==> src/rtl/core/gwf_pkg.sv <==
// gwf_pkg: constants, codes, types and helpers for the grid wall follower walker
// no dependencies; imported by gwf_probe, grid_wall_follower_walker and the bench
`timescale 1ns / 1ps

package gwf_pkg;

  localparam int MAX_WIDTH  = 64;
  localparam int MAX_HEIGHT = 64;
  localparam int COUNT_BITS = 4;

  localparam int X_BITS    = $clog2(MAX_WIDTH);
  localparam int Y_BITS    = $clog2(MAX_HEIGHT);
  localparam int ADDR_BITS = X_BITS + Y_BITS;
  localparam int CELL_BITS = COUNT_BITS + 1;
  localparam int NX_BITS   = X_BITS + 1;
  localparam int NY_BITS   = Y_BITS + 1;
  localparam int GRID_BITS = 7;

  localparam int CFG_IDX_BITS = 3;
  localparam int CFG_DATA_BITS = 7;

  localparam int IN_TDATA_W  = 16;
  localparam int IN_TUSER_W  = 2;
  localparam int OUT_TDATA_W = 24;

  // item modes
  localparam logic [1:0] MODE_LOAD = 2'd0;
  localparam logic [1:0] MODE_STEP = 2'd1;
  localparam logic [1:0] MODE_READ = 2'd2;

  // headings
  localparam logic [1:0] HEAD_EAST  = 2'd0;
  localparam logic [1:0] HEAD_NORTH = 2'd1;
  localparam logic [1:0] HEAD_WEST  = 2'd2;
  localparam logic [1:0] HEAD_SOUTH = 2'd3;

  // relative turns
  localparam logic [1:0] TURN_AHEAD = 2'd0;
  localparam logic [1:0] TURN_LEFT  = 2'd1;
  localparam logic [1:0] TURN_BACK  = 2'd2;
  localparam logic [1:0] TURN_RIGHT = 2'd3;

  // register indexes
  localparam logic [CFG_IDX_BITS-1:0] REG_GRID_WIDTH    = 3'd0;
  localparam logic [CFG_IDX_BITS-1:0] REG_GRID_HEIGHT   = 3'd1;
  localparam logic [CFG_IDX_BITS-1:0] REG_START_X       = 3'd2;
  localparam logic [CFG_IDX_BITS-1:0] REG_START_Y       = 3'd3;
  localparam logic [CFG_IDX_BITS-1:0] REG_START_HEADING = 3'd4;
  localparam logic [CFG_IDX_BITS-1:0] REG_FOLLOW_RIGHT  = 3'd5;

  typedef struct packed {
    logic [X_BITS-1:0] x;
    logic [Y_BITS-1:0] y;
    logic [1:0]        dir;
    logic              in_grid;
  } probe_t;

  function automatic logic cell_in_grid(input logic [NX_BITS-1:0] x,
                                        input logic [NY_BITS-1:0] y,
                                        input logic [GRID_BITS-1:0] gw,
                                        input logic [GRID_BITS-1:0] gh);
    logic ok;
    ok = ({1'b0, x} < {1'b0, gw}) && (x < NX_BITS'(MAX_WIDTH)) &&
         ({1'b0, y} < {1'b0, gh}) && (y < NY_BITS'(MAX_HEIGHT));
    return ok;
  endfunction

endpackage

==> src/rtl/core/gwf_probe.sv <==
// gwf_probe: neighbor cell for one candidate move of the wall follower
// depends on gwf_pkg (probe_t, cell_in_grid, heading and turn codes)
`timescale 1ns / 1ps

module gwf_probe
  import gwf_pkg::*;
(
  input  logic [X_BITS-1:0]    col,
  input  logic [Y_BITS-1:0]    row,
  input  logic [1:0]           heading,
  input  logic [1:0]           idx,
  input  logic                 follow_right,
  input  logic [GRID_BITS-1:0] grid_width,
  input  logic [GRID_BITS-1:0] grid_height,
  output probe_t               probe
);

  logic [1:0]         side;
  logic [1:0]         turn;
  logic [1:0]         dir;
  logic [NX_BITS-1:0] nx;
  logic [NY_BITS-1:0] ny;
  logic               below_edge;

  // try order: preferred side, ahead, other side, back
  always_comb begin
    side = follow_right ? TURN_RIGHT : TURN_LEFT;
    case (idx)
      2'd0:    turn = side;
      2'd1:    turn = TURN_AHEAD;
      2'd2:    turn = side ^ TURN_BACK;
      default: turn = TURN_BACK;
    endcase
    dir = heading + turn;
  end

  always_comb begin
    nx = {1'b0, col};
    ny = {1'b0, row};
    below_edge = 1'b0;
    case (dir)
      HEAD_EAST:  nx = {1'b0, col} + NX_BITS'(1);
      HEAD_NORTH: begin
        below_edge = (row == '0);
        ny = {1'b0, row} - NY_BITS'(1);
      end
      HEAD_WEST: begin
        below_edge = (col == '0);
        nx = {1'b0, col} - NX_BITS'(1);
      end
      default:    ny = {1'b0, row} + NY_BITS'(1);
    endcase
    probe.x       = nx[X_BITS-1:0];
    probe.y       = ny[Y_BITS-1:0];
    probe.dir     = dir;
    probe.in_grid = !below_edge && cell_in_grid(nx, ny, grid_width, grid_height);
  end

endmodule

==> config.mk <==
export PLATFORM = sky130hd
export DESIGN_NAME = gwf_probe
export DESIGN_NICKNAME = d
export VERILOG_FILES = /design/src/rtl/core/gwf_pkg.sv /design/src/rtl/core/gwf_probe.sv
export SDC_FILE = /design/constraint.sdc
export NUM_CORES = 1
export LEC_CHECK = 0
export ABC_AREA = 1
export BUFFER_PORTS_ARGS = -buffer_cell sky130_fd_sc_hd__buf_2
export CAP_MARGIN = 20
export CORE_MARGIN = 1.5
export CORE_UTILIZATION = 50
export DETAILED_ROUTE_END_ITERATION = 12
export MAX_ROUTING_LAYER = met4
export PLACE_DENSITY = 0.79
export SETUP_SLACK_MARGIN = 0.5
export SYNTH_ARGS = -nofsm -noshare
export SYNTH_HDL_FRONTEND = slang
export SYNTH_SLANG_ARGS = --single-unit
==> constraint.sdc <==
create_clock -name vclk -period 9.2
set_clock_uncertainty 0.1 [all_clocks]
set_input_delay 0.92 -clock vclk [all_inputs]
set_output_delay 0.92 -clock vclk [all_outputs]
set_load 0.03 [all_outputs]
# Word level (Yosys, flattened, before mapping)
# Cells that the tools add are included.
# totals
regBits	0
inputBits	31
output_inout_bits	15
wordCells	29
# classes
addsub	5
magnitude_cmp	4
eq_ne	4
muxes	5
bitwise_logic	1
n_reduce_logical	10
# op_table
op	n
one-hot mux 7 bit (2 select lines)	2
adder 6 x 1 -> 7 bit (second input constant)	2
less-than comparator 7 bit	2
less-than comparator 7 bit (second input constant)	2
subtractor 6 x 1 -> 7 bit (second input constant)	2
logical NOT 6 bit	2
one-hot mux 2 bit (3 select lines)	1
== test 2 x 1 -> 1 bit (second input constant)	2
== test 2 bit (second input constant)	2
logical AND 1 bit	4
logical NOT 2 bit	2
adder 2 bit	1
two-way mux 2 bit	1
one-hot mux 1 bit (2 select lines)	1
OR reduction 2 bit	1
logical NOT 1 bit	1
NOT 1 bit	1

# Depth between registers and ports, before layout
# Gate-level depths: netlist of the first run.
# logic_depth
word_depth	11
depth_mapped	28
mapped_depth_nobuf	27

# Worst setup path after synthesis of the first run
# No wires, ideal clock.
# synth_path
kind	in2out
startpoint	in idx[0]
endpoint	out probe[0] in the netlist's numbering
arrival_time_ns	4.864
required_ns	8.180
slack_ns	3.316
cell_stages	21
n_path_buf	3
cell_sequence	inv_2 ha_1 buf_4 inv_2 buf_6 ha_1 buf_6 xnor2_1 inv_1 ha_1 o21bai_4 xor2_1 o21ai_0 ha_1 a21oi_1 a21boi_0 o21ai_0 a21oi_1 nor2_1 nand2_1 nor2_2
# synth_lines
item	line	rtl
start, declared	gwf_probe.sv:11	input logic [1:0] idx,
end, declared	gwf_probe.sv:15	output probe_t probe

==> impl_summary.txt, run 1 <==
----------------------------------------------------
[GRT]
  GRT Residual Overflow ... 0
  Largest net degree at the start of global routing ... 22
  Total track usage ... 21.3%
  Initial antenna violation count ... 0
  Via count of the first global-routing pass ... 1179
  First-pass GRT wire length ... 4730 um

[Route]
  Number of DRC violations after detailed-routing iteration 0 ... 33
  Routed met3 length ... roughly 150 um
  Number of vias per cell ... 4.89
  Average routed wire per standard cell ... roughly 9.7 um
  Post-detailed-routing wire length ... between 2000 and 3000 um
  Remaining antenna violation count ... 0
  Wire length on met2 ... between 1000 and 1500 um
  Post-route DRC violation count ... 0
  Highest routed layer ... met3
  Total vias in the final route ... between 1k and 1.5k
  Wire length the detailed router placed on met1 ... about 1400 um
  Pre-antenna DRT Iters ... 4

[Synth]
  Syn_nets ... 274
  Fraction of the yosys area taken by sequential cells ... 0%
  Cell accounting for the most synthesized area ... sky130_fd_sc_hd__ha_1
  Commonest cells in the netlist ... sky130_fd_sc_hd__nand2_1 (51), sky130_fd_sc_hd__inv_1 (39), sky130_fd_sc_hd__ha_1 (17), sky130_fd_sc_hd__nor2_1 (17), sky130_fd_sc_hd__nand3_1 (16)
  Synthesized netlist cell count ... ~230
  Most common cell in the synthesized netlist ... sky130_fd_sc_hd__nand2_1
  Cell types with the largest area share after synthesis ... sky130_fd_sc_hd__ha_1 (16%), sky130_fd_sc_hd__nand2_1 (15%), sky130_fd_sc_hd__inv_1 (11%), sky130_fd_sc_hd__nand3_1 (6.1%), sky130_fd_sc_hd__nor2_1 (4.9%)
  Top cell type's share of synthesized area ... 16.3%
  Post-synthesis average cell area ... around 5.8 sq um
  Cell area after synthesis ... between 0.001 and 0.0015 sq mm
  Count of cell types in the netlist ... 33
  Yosys synthesis warning count ... 0

[Floorplanning]
  Number of core rows ... 18
  Initial cell density of the core ... 52.7%
  Die outline width ... 54.1 um
  Floorplan Core Area ... around 0.0025 sq mm
  Die extent in y ... 54.1 um
  Total die area ... 0.00293 sq mm
  Top-Level Pins ... 46

[Worst setup path]
  List of cells traversed by the critical path ... buf_2, inv_2, ha_1, inv_2, ha_1, xnor2_1, inv_1, ha_1, o21bai_4, xor2_1, o21ai_0, ha_1, a21oi_1, a21boi_0, o21ai_0, a21oi_1, nor2_1, nand2_1, nor2_2, buf_2
  Worst Setup SP ... idx[0]
  Critical Path RT ... between 8 and 9 ns
  Startpoint-to-endpoint class of the critical path ... in -> out
  Arrival time worst endpoint ... about 4.7 ns
  Kind of end point of the critical path ... primary output
  Largest stage delay on the critical path ... 0.66 ns
  Top fanout value on the critical path ... 21
  Critical path's slowest cell ... sky130_fd_sc_hd__ha_1
  Cell type with the highest occurrence count on the critical path ... sky130_fd_sc_hd__ha_1
  Critical path startpoint category ... input pin

[Layout]
  Area delta synth->final ... 17.1%
  Fill cell count ... 247
  FF/Latch Area ... 0 sq um
  Number of cells in the finished layout apart from fillers ... about 300
  Layout cells sized above 1 ... 31.8%
  # nets final ... 317
  FFs & Latches ... 0
  Total area of multi-input combinational cells ... between 0.001 and 0.0015 sq mm
  Antenna fix cells ... 0
  Number of clock-tree buffers in the layout ... 0

[Outcome]
  Result of the run ... complete, no violations

[Placement]
  Placed wire-length estimate ... 2520 um
  Number of cells after detailed placement ... slightly below 300
  Final RePlAce weighted congestion ... 0.865
  Count of port buffers added during placement ... 46

[Pwr]
  P_leak ... 0.000953 uW
  Worst supply voltage drop on vdd ... 65.0 uV
  Reg power frac ... 0%
  Power Density ... 99.9 mW/mm^2
  Clk network pwr share ... 0%
  Share of total power consumed by net switching ... 65.2%
  Internal power of the cells ... 53.1 uW
  Share of total power in combinational logic ... 100.0%
  Net switching power figure ... 99.6 uW

[STA]
  Final setup violating endpoints ... 0
  Period minus WS final ... 5.75 ns
  Fin. max-slew vios ... 0
  Period Utilization, post-route ... 62.5%
  RSZ-0062 raised after global routing ... no
  Hold slack ... between 2 and 2.5 ns
  Transition time at the pin with the least slew margin ... about 0.60 ns
  Final hold vios ... 0
  Headroom to the max-slew limit ... 59.7%
  Upper clock frequency limit ... 174 MHz
  Accumulated negative setup slack ... 0 ns

[Clock network]
  Number of buffers inserted for hold repair after clock tree synthesis ... 0
  # Post-CTS Setup Buffers ... 0
  Post-CTS sizing ... 0

[Worst hold path]
  Hold Path Stages ... 4
  Launch instance of the worst min-delay path ... row[0]
  Worst min-delay path category ... in -> out

[Job]
  # Max-Cap Violations ... 0

----------------------------------------------------
-- worst max-delay path: cells and delay by family --
family / cells / cell delay (ns)
XOR/XNOR: 2 / 0.37
AND/OR/NAND/NOR: 3 / 0.24
buffers and inverters: 5 / 0.67
AO/OA/AOI/OAI: 6 / 0.97
adder cells (fa/ha/maj): 4 / 1.55
-- path summary, 6_finish.rpt --
| check | end | slack [ns] |
|---|---|---|
| max | probe[0] | 3.45 |
| min | probe[3] | 2.18 |
-- power groups by stage --
stage / Clock, uW / Combinational [uW] / Sequential (uW)
2_1_floorplan: 0 / 119 / 0
3_3_place_gp: 0 / 152 / 0
3_5_place_dp: 0 / 153 / 0
4_1_cts: 0 / 153 / 0
5_1_grt: 0 / 172 / 0
6_report: 0 / 153 / 0
-- cell families (layout without fill, tap and decap cells) --
logic type,after synthesis,count (layout),synth area share (%)
AOI/OAI and AO/OA,28,28,13.7
buffers and inverters,55,96,17.8
adders and majority gates,17,17,16.3
and+or+nand+nor,117,117,45.6
xor gates and xnor gates,9,9,6.61
-- per-layer routing --
metal | vias up | GRT usage, %
met5 | - | -
met4 | 0 | 0
met1 | 610 | 30.2
li1 | 799 | -
met2 | 42 | 36.4
met3 | 0 | 0
-- layout make-up --
cell class	count	area share [%]
inverters	50	12.3
multi-input cells	171	70.2
well taps	30	2.45
repair buffers	46	15.1
-- through the flow --
step / cell area (sq um) / setup slack (ns) / total power [uW] / utilization [%]
after floorplan: 1310 / 3.32 / 119 / -
after global placement: 1530 / 3.57 / 152 / 61.7
after detailed placement: 1530 / 3.45 / 153 / 61.7
after CTS: 1530 / 3.44 / 153 / 61.7
after global routing: 1530 / 3.03 / 172 / 61.7
final: 1530 / 3.45 / 153 / 61.7
-- cells in the final DEF (no fill, tap or decap), types with 2 or more instances in the layout --
cell type,count
sky130_fd_sc_hd__nand2_2,10
sky130_fd_sc_hd__nor2_1,17
sky130_fd_sc_hd__nand2_4,2
sky130_fd_sc_hd__o21ai_0,11
sky130_fd_sc_hd__nor2_4,2
sky130_fd_sc_hd__nand3_1,16
sky130_fd_sc_hd__xnor2_1,3
sky130_fd_sc_hd__nand4_1,6
sky130_fd_sc_hd__o21ai_1,2
sky130_fd_sc_hd__ha_1,17
sky130_fd_sc_hd__a21oi_1,9
sky130_fd_sc_hd__nor4_1,2
sky130_fd_sc_hd__nand2_1,51
sky130_fd_sc_hd__inv_2,10
sky130_fd_sc_hd__inv_1,39
sky130_fd_sc_hd__nand3_2,3
sky130_fd_sc_hd__xor2_1,5
sky130_fd_sc_hd__buf_2,46
sky130_fd_sc_hd__nor2_2,4
(Power assumes the default switching activity.)
==> inputs of run 2 (changes only) <==
- clock period: 9.2 -> 5.72 ns (I/O delays scaled with it)
==> run 2 against run 1 <==
Compared with the run above:
- cell area grew 0.49%
- routed wire length shrank 0.52%
- worst hold slack lost 0.71 ns
- critical path depth grew 1
- final cell count grew 0.34%
- count of clock-buffer cells in the layout is the same
- flip-flop and latch count is the same
- die area is the same
- combinational power grew 61%
- sequential share of layout area is the same
- global-route usage shrank 0.18 points
- critical path type unchanged
- highest routed layer unchanged
==> impl_summary.txt, run 2 (synthesis results as in run 1) <==
----------------------------------------------------
[Pwr]
  Internal power of the cells ... ~86 uW
  Net switching power figure ... 161 uW
  Share of total power consumed by net switching ... 65.2%
  Power Density ... 161 mW/mm^2
  Share of total power in combinational logic ... 100.0%
  Worst supply voltage drop on vdd ... 107 uV
  Reg power frac ... 0%
  Clk network pwr share ... 0%
  P_leak ... 0.000957 uW

[GRT]
  GRT Residual Overflow ... 0
  Largest net degree at the start of global routing ... 22
  First-pass GRT wire length ... 4730 um
  Total track usage ... 21.2%
  Via count of the first global-routing pass ... 1190
  Initial antenna violation count ... 0

[Route]
  Remaining antenna violation count ... 0
  Pre-antenna DRT Iters ... 4
  Average routed wire per standard cell ... 9.60 um
  Post-detailed-routing wire length ... roughly 2900 um
  Total vias in the final route ... 1430
  Post-route DRC violation count ... 0
  Number of DRC violations after detailed-routing iteration 0 ... 29
  Number of vias per cell ... 4.80

[Worst setup path]
  Startpoint-to-endpoint class of the critical path ... in -> out
  List of cells traversed by the critical path ... buf_2, inv_2, ha_1, buf_4, inv_2, ha_1, xnor2_1, inv_1, ha_1, o21bai_4, xor2_1, o21ai_0, ha_1, a21oi_1, a21boi_0, o21ai_0, a21oi_1, nor2_1, nand2_1, nor2_2, buf_2
  Cell type with the highest occurrence count on the critical path ... sky130_fd_sc_hd__ha_1
  Critical path's slowest cell ... sky130_fd_sc_hd__ha_1
  Critical Path RT ... approximately 5.1 ns
  Top fanout value on the critical path ... 21
  Largest stage delay on the critical path ... ~0.45 ns
  Kind of end point of the critical path ... primary output
  Arrival time worst endpoint ... ~4.2 ns
  Critical path startpoint category ... input pin

[STA]
  Fin. max-slew vios ... 0
  Accumulated negative setup slack ... 0 ns
  RSZ-0062 raised after global routing ... no
  Transition time at the pin with the least slew margin ... 0.398 ns
  Upper clock frequency limit ... 205 MHz
  Headroom to the max-slew limit ... 73.5%
  Slack of the critical path ... 0.838 ns
  Period Utilization, post-route ... about 85%
  Period minus WS final ... 4.88 ns
  Final setup violating endpoints ... 0
  Final hold vios ... 0

[Floorplanning]
  Number of core rows ... 18
  Top-Level Pins ... 46
  Floorplan Core Area ... 0.00248 sq mm
  Die outline width ... 54.1 um
  Die extent in y ... approximately 54 um
  Initial cell density of the core ... 52.7%
  Total die area ... 0.00293 sq mm

[Clock network]
  # Post-CTS Setup Buffers ... 0
  Post-CTS sizing ... 0
  Number of buffers inserted for hold repair after clock tree synthesis ... 0

[Worst hold path]
  Worst min-delay path category ... in -> out

[Layout]
  Number of clock-tree buffers in the layout ... 0
  Leading cell types in the layout, fill and taps excluded ... sky130_fd_sc_hd__nand2_1 (51), sky130_fd_sc_hd__buf_2 (46), sky130_fd_sc_hd__inv_1 (39), sky130_fd_sc_hd__nor2_1 (17), sky130_fd_sc_hd__ha_1 (17)
  Area delta synth->final ... 17.6%
  Layout cells sized above 1 ... 32.1%
  FFs & Latches ... 0
  FF/Latch Area ... 0 sq um
  # nets final ... 318
  Antenna fix cells ... 0
  Leading cell type in the layout, fill and taps excluded ... sky130_fd_sc_hd__nand2_1

[Placement]
  Placed wire-length estimate ... 2470 um
  Final RePlAce weighted congestion ... 0.914
  Count of port buffers added during placement ... 46
  Post-placement worst setup slack ... 0.904 ns

[Job]
  # Max-Cap Violations ... 0

[Outcome]
  Result of the run ... complete, no violations

----------------------------------------------------
-- run 2: changes by cell type in the layout (fill, tap and decap cells not counted), sizes merged --
cell | before | now
buf | 46 | 47
-- run 2: path summary, 6_finish.rpt --
| path | from | end | slack, ns | cells after the start |
|---|---|---|---|---|
| setup / recovery | idx[0] | probe[0] | 0.84 | 21 |
| hold / removal | row[0] | probe[3] | 1.47 | 4 |
-- run 2: power groups by stage --
stage / clock network, uW / registers, uW / logic, uW
detailed placement: 0 / 0 / 246
global route: 0 / 0 / 278
CTS: 0 / 0 / 248
floorplan: 0 / 0 / 192
finish: 0 / 0 / 247
global placement: 0 / 0 / 245
-- run 2: worst max-delay path: cells and delay by family --
family          cells  cell delay (ns)
buf+inv             6             0.85
compound gates      6             1.00
simple gates        3             0.25
xor+xnor            2             0.33
fa+ha+maj           4             1.20
-- run 2: per-layer routing --
layer	track usage, %	part of all wire (%)	up-vias
met5	-	0	-
met4	0.417	0	0
met3	0.556	4.3	0
met2	33.3	43	34
met1	31.7	53	592
li1	-	-	804
-- run 2: metrics by stage --
stage               util, %  power (uW)  area [sq um]  hold slack, ns  instances
floorplan                 -         192          1310            1.25        226
global route           62.0         278          1540            1.51        298
CTS                    62.0         248          1540            1.48        298
detailed placement     62.0         246          1540            1.48        298
finish                 62.0         247          1540            1.47        298
global placement       62.0         245          1540            1.48        298
-- run 2: layout make-up --
cell class | instances | area (sq um)
inverters | 50 | 188
repair buffers | 47 | 238
fillers | 256 | 941
multi-input cells | 171 | 1070
well taps | 30 | 37.5
==> inputs of run 3 (changes only) <==
--- a/constraint.sdc
+++ b/constraint.sdc
@@ -4,2 +4,2 @@
 set_output_delay 0.572 -clock vclk [all_outputs]
-set_load 0.03 [all_outputs]
+set_load 0.005 [all_outputs]
==> run 3 against run 2 <==
Compared with the run above:
- cell area decreased by 0.33%
- combinational power down 16%
- power shrank 16%
- utilization decreased by 0.20 points
- worst hold slack worse by 0.062 ns
- critical path depth shrank 1
- sequential share of layout area is the same
- first-iteration DRC count rose by 48%
- critical path type unchanged
- critical endpoint unchanged
- largest cell class unchanged
- largest power group unchanged
==> impl_summary.txt, run 3 (synthesis results as in run 1) <==
----------------------------------------------------
[Outcome]
  Result of the run ... complete, no violations

[STA]
  Final setup violating endpoints ... 0
  Accumulated negative setup slack ... 0 ns
  Hold slack ... 1.41 ns
  RSZ-0062 raised after global routing ... no
  Fin. max-slew vios ... 0
  Transition time at the pin with the least slew margin ... ~0.38 ns
  Headroom to the max-slew limit ... between 70% and 80%
  Upper clock frequency limit ... between 200 and 250 MHz
  Period Utilization, post-route ... a little over four fifths
  Period minus WS final ... about 4.8 ns
  Final hold vios ... 0

[Pwr]
  P_leak ... around 0.00095 uW
  Share of total power in combinational logic ... 100.0%
  Power Density ... 135 mW/mm^2
  Reg power frac ... 0%
  Net switching power figure ... around 120 uW
  Share of total power consumed by net switching ... 58.8%
  Clk network pwr share ... 0%
  Final total power ... a little over 200 uW
  Internal power of the cells ... 85.5 uW
  Worst supply voltage drop on vdd ... 83.0 uV

[Floorplanning]
  Die outline width ... 54.1 um
  Initial cell density of the core ... a little over half
  Number of core rows ... 18
  Total die area ... 0.00293 sq mm
  Die extent in y ... 54.1 um
  Floorplan Core Area ... 0.00248 sq mm
  Top-Level Pins ... 46

[Layout]
  Number of clock-tree buffers in the layout ... 0
  # nets final ... 317
  Area delta synth->final ... 17.2%
  FFs & Latches ... 0
  Layout cells sized above 1 ... 32.2%
  Leading cell type in the layout, fill and taps excluded ... sky130_fd_sc_hd__nand2_1
  Fill cell count ... 258
  FF/Latch Area ... 0 sq um
  Leading cell types in the layout, fill and taps excluded ... sky130_fd_sc_hd__nand2_1 (51), sky130_fd_sc_hd__buf_2 (46), sky130_fd_sc_hd__inv_1 (39), sky130_fd_sc_hd__nor2_1 (17)
  Antenna fix cells ... 0

[Route]
  Remaining antenna violation count ... 0
  Number of vias per cell ... 4.88
  Post-detailed-routing wire length ... 2840 um
  Total vias in the final route ... about 1.4k
  Post-route DRC violation count ... 0
  Number of DRC violations after detailed-routing iteration 0 ... 43
  Pre-antenna DRT Iters ... 4
  Average routed wire per standard cell ... 9.55 um

[Worst hold path]
  Worst min-delay path category ... in -> out

[Clock network]
  # Post-CTS Setup Buffers ... 0
  Number of buffers inserted for hold repair after clock tree synthesis ... 0
  Post-CTS sizing ... 0

[GRT]
  Initial antenna violation count ... 0
  Largest net degree at the start of global routing ... 22
  First-pass GRT wire length ... about 4700 um
  GRT Residual Overflow ... 0
  Total track usage ... between 20% and 30%
  Via count of the first global-routing pass ... 1162

[Worst setup path]
  Critical Path RT ... 5.05 ns
  Top fanout value on the critical path ... 21
  Arrival time worst endpoint ... 4.10 ns
  Kind of end point of the critical path ... primary output
  Startpoint-to-endpoint class of the critical path ... in -> out
  Critical path startpoint category ... input pin

[Placement]
  Final RePlAce weighted congestion ... 0.866
  Count of port buffers added during placement ... between 40 and 50
  Placed wire-length estimate ... 2490 um

[Job]
  # Max-Cap Violations ... 0

----------------------------------------------------
-- run 3: cell types whose count changed in the layout (fill, tap and decap cells not counted), sizes merged --
| cell | change |
|---|---|
| buf | -1 |
-- run 3: power by group through the flow --
stage               Combinational (uW)  Sequential [uW]  Clock (uW)
floorplan                          154                0           0
CTS                                208                0           0
finish                             207                0           0
detailed placement                 207                0           0
global route                       240                0           0
global placement                   206                0           0
-- run 3: layout make-up --
type / instances / area, sq um / area share [%]
Timing Repair Buffer: 46 / 230 / 15.0
Tap cell: 30 / 37.5 / 2.45
Multi-Input combinational cell: 171 / 1080 / 70.3
Inverter: 50 / 188 / 12.3
-- run 3: path summary, 6_finish.rpt --
check	from	end	depth (start not counted)
max	idx[0]	probe[0]	20
min	col[0]	probe[9]	4
-- run 3: critical path, cell delays in order --
cell and delay, ns:
sky130_fd_sc_hd__buf_2 0.08, sky130_fd_sc_hd__inv_2 0.04, sky130_fd_sc_hd__ha_2 0.54, sky130_fd_sc_hd__inv_2 0.23, sky130_fd_sc_hd__ha_1 0.39, sky130_fd_sc_hd__xnor2_1 0.23, sky130_fd_sc_hd__inv_1 0.07, sky130_fd_sc_hd__ha_1 0.18
sky130_fd_sc_hd__o21bai_4 0.18, sky130_fd_sc_hd__xor2_1 0.14, sky130_fd_sc_hd__o21ai_0 0.24, sky130_fd_sc_hd__ha_1 0.30, sky130_fd_sc_hd__a21oi_1 0.14, sky130_fd_sc_hd__a21boi_0 0.08, sky130_fd_sc_hd__o21ai_0 0.23, sky130_fd_sc_hd__a21oi_1 0.10
sky130_fd_sc_hd__nor2_1 0.11, sky130_fd_sc_hd__nand2_1 0.07, sky130_fd_sc_hd__nor2_2 0.06, sky130_fd_sc_hd__buf_2 0.11
-- run 3: stage by stage --
step / setup WS [ns] / std cells / instance area, sq um / utilization (%)
finish: 0.951 / 297 / 1530 / 61.8
global route: 0.614 / 297 / 1530 / 61.8
CTS: 0.739 / 297 / 1530 / 61.7
detailed placement: 0.749 / 297 / 1530 / 61.7
global placement: 0.872 / 297 / 1530 / 61.7
floorplan: 1.53 / 226 / 1310 / -
-- run 3: layer usage --
metal	up-vias	GRT usage, %	part of all wire, %
li1	799	-	-
met1	608	31.0	52
met2	42	35.0	44
met3	0	0	4.9
met4	0	0	0
met5	-	-	0
